==> src/hdl/pnguf_pkg.sv <==
`default_nettype none

package pnguf_pkg;

    // line store and pixel history sizes
    localparam int MAX_ROW_BYTES = 131072;
    localparam int MAX_BPP       = 8;

    localparam int ADDR_W = $clog2(MAX_ROW_BYTES);
    localparam int SLOT_W = (MAX_BPP > 1) ? $clog2(MAX_BPP) : 1;
    localparam int BACK_W = SLOT_W + 2;

    // register widths
    localparam int ROW_LEN_W  = 18;
    localparam int BPP_W      = 4;
    localparam int CFG_IDX_W  = 1;
    localparam int CFG_DATA_W = 18;

    // width for comparing a row position against the row length
    localparam int CNT_W = (ADDR_W + 1 > ROW_LEN_W) ? ADDR_W + 1 : ROW_LEN_W;

    typedef enum logic [CFG_IDX_W-1:0] {
        REG_ROW_LENGTH      = 1'b0,
        REG_BYTES_PER_PIXEL = 1'b1
    } cfg_reg_t;

    typedef enum logic [2:0] {
        FILT_NONE  = 3'd0,
        FILT_SUB   = 3'd1,
        FILT_UP    = 3'd2,
        FILT_AVG   = 3'd3,
        FILT_PAETH = 3'd4
    } filter_t;

    // one byte on its way from the line store read to the output register
    typedef struct packed {
        logic                bad;
        filter_t             filter;
        logic                first_row;
        logic                use_left;
        logic [SLOT_W-1:0]   slot;
        logic [SLOT_W-1:0]   back;
        logic                last;
        logic [7:0]          data;
        logic [ADDR_W-1:0]   pos;
    } work_t;

endpackage

`default_nettype wire

==> src/hdl/pnguf_predict.sv <==
`default_nettype none

module pnguf_predict
    import pnguf_pkg::*;
(
    input  filter_t    filter,
    input  logic [7:0] left,
    input  logic [7:0] above,
    input  logic [7:0] above_left,
    input  logic [7:0] data,
    output logic [7:0] value
);

    logic signed [9:0] d_left;
    logic signed [9:0] d_above;
    logic signed [9:0] d_corner;
    logic [9:0]        pa;
    logic [9:0]        pb;
    logic [9:0]        pc;
    logic [8:0]        avg_sum;
    logic [7:0]        paeth;
    logic [7:0]        pred;

    // paeth distances: |b-c|, |a-c|, |a+b-2c|
    always_comb
    begin
        d_left   = $signed({2'b00, above}) - $signed({2'b00, above_left});
        d_above  = $signed({2'b00, left}) - $signed({2'b00, above_left});
        d_corner = d_left + d_above;
        pa = d_left[9] ? 10'(-d_left) : 10'(d_left);
        pb = d_above[9] ? 10'(-d_above) : 10'(d_above);
        pc = d_corner[9] ? 10'(-d_corner) : 10'(d_corner);
        if ((pa <= pb) && (pa <= pc))
        begin
            paeth = left;
        end
        else if (pb <= pc)
        begin
            paeth = above;
        end
        else
        begin
            paeth = above_left;
        end
    end

    // predictor select and add
    always_comb
    begin
        avg_sum = {1'b0, left} + {1'b0, above};
        case (filter)
            FILT_SUB:   pred = left;
            FILT_UP:    pred = above;
            FILT_AVG:   pred = avg_sum[8:1];
            FILT_PAETH: pred = paeth;
            default:    pred = 8'd0;
        endcase
        value = data + pred;
    end

endmodule

`default_nettype wire

==> config.mk <==
export PLATFORM = sky130hd
export DESIGN_NAME = pnguf_predict
export DESIGN_NICKNAME = d
export VERILOG_FILES = /design/src/hdl/pnguf_pkg.sv /design/src/hdl/pnguf_predict.sv
export SDC_FILE = /design/constraint.sdc
export NUM_CORES = 1
export LEC_CHECK = 0
export ABC_AREA = 1
export BUFFER_PORTS_ARGS = -buffer_cell sky130_fd_sc_hd__buf_2
export CORE_UTILIZATION = 57
export DETAILED_ROUTE_END_ITERATION = 8
export PLACE_DENSITY = 0.82
export SYNTH_ARGS = -nofsm -noshare
export SYNTH_HDL_FRONTEND = slang
export SYNTH_SLANG_ARGS = --single-unit
==> constraint.sdc <==
create_clock -name vclk -period 4.87
set_clock_uncertainty 0.05 [all_clocks]
set_input_delay 0 -clock vclk [all_inputs]
set_output_delay 0 -clock vclk [all_outputs]
set_load 0.02 [all_outputs]
==> results of run 1 <==
routing by layer:
metal	GRT usage, %	GRT overflow
met1	85.2	2
met2	164	765
met3	60.6	7
met4	124	167
met5	9.09	0
timing repair:
action	CTS
pin swaps	59
hold endpoints to repair	0
setup endpoints to repair	7
buffers inserted	20
gates cloned	1
resized for setup	79
metrics by stage:
stage | cell area [um^2] | setup slack, ns
floorplan | 3500 | -0.00751
global placement | 4620 | -0.604
detailed placement | 4620 | -0.773
CTS | 5050 | -0.478
logic make-up after synthesis:
| family | share of synthesized area, % |
|---|---|
| adders and majority gates | 27.2 |
| buffers and inverters | 11.2 |
| and+or+nand+nor | 40.2 |
| other | 0.218 |
| AOI/OAI and AO/OA | 14.4 |
| xor gates and xnor gates | 6.85 |
==> metrics.cfg, run 1 <==
[run_status]
status = did not finish
lastStage = 5_1_grt
error = [ERROR GRT-0232] Routing congestion too high. Check the congestion heatmap in the GUI.

[global_routing]
grt_max_degree = 15
grtUsageTotal_pct = 105
overflow = 941

[logic_synthesis]
synth_top_area_share_pct = 24.3
ys_types = 35
avgSynthCellArea_um2 = 5.84
synth_area_leaders = ha_1, nand2_1, inv_1, nor2_1, nand3_1
yosysTopAreaCell = ha_1
netlist_top_cells_count = nand2_1, inv_1, ha_1
synthesis.instances = 591
synth_area_um2 = 3450
ys_seq_area_share_pct = 0
ys_warn_count = 0
synth.most_common_cell = nand2_1

[sta]
endpoint_type = primary output
worst_endpoint = value[7]

[place]
dp_cells = 817
place_hpwl_mm = 9.91
io_buffers = 43
place.gp.congestion = 0.973

[floorplan]
start_util_pct = 60.8
fp.dieW_um = 79.8
rows = 27
die_h_um = 79.8
io_pins = 43

[cts]
ctsHoldBuffers = 0

==> run 2: changes to the inputs <==
--- a/config.mk
+++ b/config.mk
@@ -7,9 +7,9 @@
 export LEC_CHECK = 0
 export ABC_AREA = 1
 export BUFFER_PORTS_ARGS = -buffer_cell sky130_fd_sc_hd__buf_2
-export CORE_UTILIZATION = 57
+export CORE_UTILIZATION = 40
 export DETAILED_ROUTE_END_ITERATION = 8
-export PLACE_DENSITY = 0.82
+export PLACE_DENSITY_LB_ADDON = 0.15
 export SYNTH_ARGS = -nofsm -noshare
 export SYNTH_HDL_FRONTEND = slang
 export SYNTH_SLANG_ARGS = --single-unit
==> constraint.sdc (replaced) <==
create_clock -name vclk -period 6.33
set_clock_uncertainty 0.05 [all_clocks]
set_input_delay 0 -clock vclk [all_inputs]
set_output_delay 0 -clock vclk [all_outputs]
set_load 0.02 [all_outputs]
==> run 2 against run 1 <==
  * The flow now finishes without violations
  * Synthesized area stayed put
  * Synthesized cell count stayed put
==> metrics.cfg, run 2 <==
[run_status]
status = finished, final reports clean

[logic_synthesis]
ys_seq_area_share_pct = 0  ; unchanged
avgSynthCellArea_um2 = 5.84  ; unchanged
yosysTopAreaCell = ha_1
synth_area_leaders = ha_1, nand2_1, inv_1, nor2_1, nand3_1
synth.most_common_cell = nand2_1
synthesis.instances = 591  ; unchanged
netlist_top_cells_count = nand2_1, inv_1, ha_1
synth_top_area_share_pct = 24.3  ; unchanged
ys_warn_count = 0  ; unchanged
ys_types = 35  ; unchanged
synth_area_um2 = 3450  ; unchanged

[final_layout]
fin_area_um2 = 3880
clkbuf_count = 0
layout_common_cells = nand2_1, inv_1, ha_1
design.seq.count = 0
final_common_cell = nand2_1
drive_gt1_share_pct = 14.3
nFillCells = 909
antenna_cells = 0
area_delta_synth_final_pct = 12.3
instances_no_fill = 743
regArea_um2 = 0
fin_nets = 747

[place]
place_hpwl_mm = 8.84  ; -11%
dp_cells = 741  ; -9.3%
io_buffers = 43  ; unchanged
placed_area_um2 = 3810  ; -18%
dp_slack_ns = 0.240  ; +1.01 ns
place.gp.congestion = 0.904  ; -7.1%

[cts]
ctsHoldBuffers = 0  ; unchanged

[critical_path]
cp-start-kind = input pin
slowest_stage = fa_2
crit_start = above[0]
cp_common_cell = nand2_1
criticalPathCategory = input pin to primary output
cpPeakStageDelay_ns = 0.38
cp_max_fo = 6
cp_data_arrival_time_ns = 5.70
critPathRequiredTime_ns = 6.28
cp-end-kind = primary output

[sta]
tightest_slew_ns = 0.986
layout_min_cycle_time_ns = 5.75
setup_tns_ns = 0
fin_crit_sh_pct = 90.9
slew_headroom_pct = 33.8
grt_setup_unrepaired = false
setup_ws_ns = 0.579
setup-violations-final = 0
max_clock_freq_mhz = 174
slew_violations = 0
hold_viol = 0

[min_path]
worst_hold_path_type = input pin to primary output
hp-start = data[0]

[global_routing]
grt_max_degree = 16
overflow = 0
grtUsageTotal_pct = 22.9
grt_pass1_vias = 3520
grt_antenna_before_repair = 0
grt_pass1_wl_mm = 16.4

[floorplan]
start_util_pct = 41.6  ; -19 points
rows = 33  ; +22%
die_h_um = 94.9  ; +19%
die_area_um2 = 9010
io_pins = 43  ; unchanged
fp.dieW_um = 94.9  ; +19%
fp.coreArea_um2 = 8300

[flow_run]
drv_cap = 0

[power]
p_per_area_nw_per_um2 = 239
p_leak_uw = 0.00224
ir_drop_mv = 0.0651

[detailed_routing]
via_per_inst = 5.19
postRouteAntennaNets = 0
route.vias.total = 3858
drt_iter0_drc = 181
wirelength_mm = 9.99
routedWlPerCell_um = 13.4
firstDrtPassIters = 4
drc = 0

run 2: repair_timing:
item | 4_1_cts | 5_1_grt
setup endpoints to repair | 0 | 4
buffers inserted | 0 | 1
gates resized for setup | 0 | 14
run 2: metrics by stage:
step	utilization, %	hold slack [ns]	power, uW
6_report	46.7	0.318	926
5_1_grt	46.7	0.336	1050
4_1_cts	45.9	0.326	893
3_5_place_dp	45.9	0.325	889
3_3_place_gp	45.9	0.326	874
2_1_floorplan	-	0.160	689
run 2: worst max-delay path, delay by kind of cell:
family          cells  cell delay, ns
compound gates      4            0.61
fa+ha+maj           5            1.59
simple gates       24            2.46
buf+inv             8            0.62
xor+xnor            2            0.40
run 2: final cells by class:
| cell class | count | area (um^2) | area share [%] |
|---|---|---|---|
| repair buffers | 46 | 238 | 6.13 |
| multi-input cells | 493 | 3140 | 80.9 |
| inverters | 99 | 372 | 9.59 |
| well taps | 105 | 131 | 3.39 |
run 2: layer usage:
layer	global-route usage [%]	wire length [um]
met1	32.9	5120
met2	39.7	4430
met3	0.644	423
met4	0.631	13
met5	0	0
run 2: report_power, final:
group / switching [uW] / total (uW) / internal [uW]
sequential: 0 / 0 / 0
clock: 0 / 0 / 0
combinational: 589 / 926 / 337
run 2: path summary, 6_finish.rpt:
path                        to  slack, ns  cells past startpoint
worst max-delay path  value[7]       0.58                     43
worst min-delay path  value[0]       0.32                      3
run 2: logic make-up (layout without fill, tap and decap cells):
kind of cell / count (synthesis) / count (layout) / share of synthesized area [%]
adders and majority gates: 72 / 72 / 27.2
AOI/OAI and AO/OA: 84 / 84 / 14.4
xor gates and xnor gates: 27 / 27 / 6.85
and+or+nand+nor: 305 / 306 / 40.2
other: 2 / 4 / 0.218
buffers and inverters: 101 / 145 / 11.2
(Power assumes the default switching activity.)
==> run 3: changes to the inputs <==
==> constraint.sdc (replaced) <==
create_clock -name vclk -period 6.5
set_clock_uncertainty 0.05 [all_clocks]
set_input_delay 0 -clock vclk [all_inputs]
set_output_delay 0 -clock vclk [all_outputs]
set_load 0.02 [all_outputs]
==> run 3 against run 2 <==
  * Worst setup slack better by 0.052 ns
  * Sequential share of layout area stayed put
  * Global-route usage is 0.15 points higher
  * Flip-flop and latch count stayed put
  * Routed wire length is 0.45% lower
  * First-iteration DRC count is 15% higher
  * Total power is 4.3% lower
  * Cell area is 1.1% lower
  * Via count is 0.36% lower
  * Critical path type unchanged
  * Critical endpoint is now value[6]
==> metrics.cfg, run 3 (synthesis results as in run 2) <==
[detailed_routing]
wirelength_mm = 9.94  ; -0.45%
postRouteAntennaNets = 0  ; unchanged
route.vias.total = 3844  ; -0.36%
via_per_inst = 5.17  ; -0.36%
routedWlPerCell_um = 13.4  ; -0.45%
drt_iter0_drc = 208  ; +15%
firstDrtPassIters = 5  ; +1
drc = 0  ; unchanged

[place]
place.gp.congestion = 0.904  ; about the same
io_buffers = 43  ; unchanged
place_hpwl_mm = 8.82  ; -0.25%
placed_area_um2 = 3810  ; unchanged

[critical_path]
cp_max_fo = 6  ; unchanged
critPathRequiredTime_ns = 6.45  ; +0.17 ns
cp_data_arrival_time_ns = 5.82  ; +0.12 ns
cp-end-kind = primary output
cpPeakStageDelay_ns = 0.45  ; +0.07 ns
cp-start-kind = input pin
slowest_stage = fa_1
criticalPathCategory = input pin to primary output

[final_layout]
design.seq.count = 0  ; unchanged
fin_area_um2 = 3830  ; -1.1%
drive_gt1_share_pct = 13.0  ; -1.3 points
nFillCells = 919  ; +1.1%
final_common_cell = nand2_1
area_delta_synth_final_pct = 11.1
layout_common_cells = nand2_1, inv_1, ha_1
fin_nets = 747  ; unchanged
antenna_cells = 0  ; unchanged
clkbuf_count = 0  ; unchanged
regArea_um2 = 0  ; unchanged
multi_input_area_um2 = 3090  ; -1.4%

[sta]
hold_viol = 0  ; unchanged
holdWs_ns = 0.318  ; -0.0000790 ns
slew_headroom_pct = 38.5  ; +4.8 points
tightest_slew_ns = 0.915  ; -0.0711 ns
slew_violations = 0  ; unchanged
setup-violations-final = 0  ; unchanged
max_clock_freq_mhz = 170
layout_min_cycle_time_ns = 5.87
fin_crit_sh_pct = 90.3

[floorplan]
io_pins = 43  ; unchanged
die_area_um2 = 9010  ; unchanged
rows = 33  ; unchanged
die_h_um = 94.9  ; unchanged
fp.dieW_um = 94.9  ; unchanged
fp.coreArea_um2 = 8300  ; unchanged
start_util_pct = 41.6  ; unchanged

[power]
ir_drop_mv = 0.0801  ; +23%
p_leak_uw = 0.00223  ; -0.42%
p_per_area_nw_per_um2 = 231  ; -3.3%

[min_path]
worst_hold_path_type = input pin to primary output

[global_routing]
grt_max_degree = 16  ; unchanged
grtUsageTotal_pct = 23.0  ; +0.15 points
grt_pass1_wl_mm = 16.5  ; +0.55%
overflow = 0  ; unchanged
grt_pass1_vias = 3587  ; +1.9%
grt_antenna_before_repair = 0  ; unchanged

[run_status]
status = finished, final reports clean

[cts]
ctsHoldBuffers = 0  ; unchanged

[flow_run]
drv_cap = 0  ; unchanged

run 3: worst paths after layout:
check	start	end	cells after the start
min	data[0]	value[0]	3
max	above[0]	value[6]	37
run 3: metrics by stage:
stage	utilization [%]	setup TNS [ns]	std cells	setup WS, ns	total power, uW
2_1_floorplan	-	0	593	1.22	671
3_3_place_gp	45.9	0	741	0.431	851
3_5_place_dp	45.9	0	741	0.465	866
4_1_cts	45.9	0	741	0.451	871
5_1_grt	46.2	-0.00339	743	-0.00339	1010
6_report	46.2	0	743	0.631	886
run 3: power breakdown:
part / internal [uW] / total (uW) / switching (uW)
clock network: 0 / 0 / 0
logic: 325 / 886 / 561
registers: 0 / 0 / 0
run 3: repair_timing:
item	4_1_cts	5_1_grt
buffers inserted	0	1
resized for setup	0	4
endpoints found under the hold margin	0	0
setup endpoints to repair	0	3
run 3: worst max-delay path, delay by kind of cell:
family	cells	cell delay (ns)
buffers and inverters	7	0.62
xor gates and xnor gates	2	0.34
adders and majority gates	6	1.90
and+or+nand+nor	16	1.80
AOI/OAI and AO/OA	6	1.15
run 3: layout make-up:
type,count,share of cell area [%]
Tap cell,105,3.43
Multi-Input combinational cell,493,80.7
Timing Repair Buffer,46,6.20
Inverter,99,9.69
run 3: routing by layer:
layer	wire [um]	global-route usage, %	up-vias
li1	-	-	2034
met1	5050	33.4	1716
met2	4390	39.9	90
met3	442	0	4
met4	61	1.26	0
met5	0	0	-
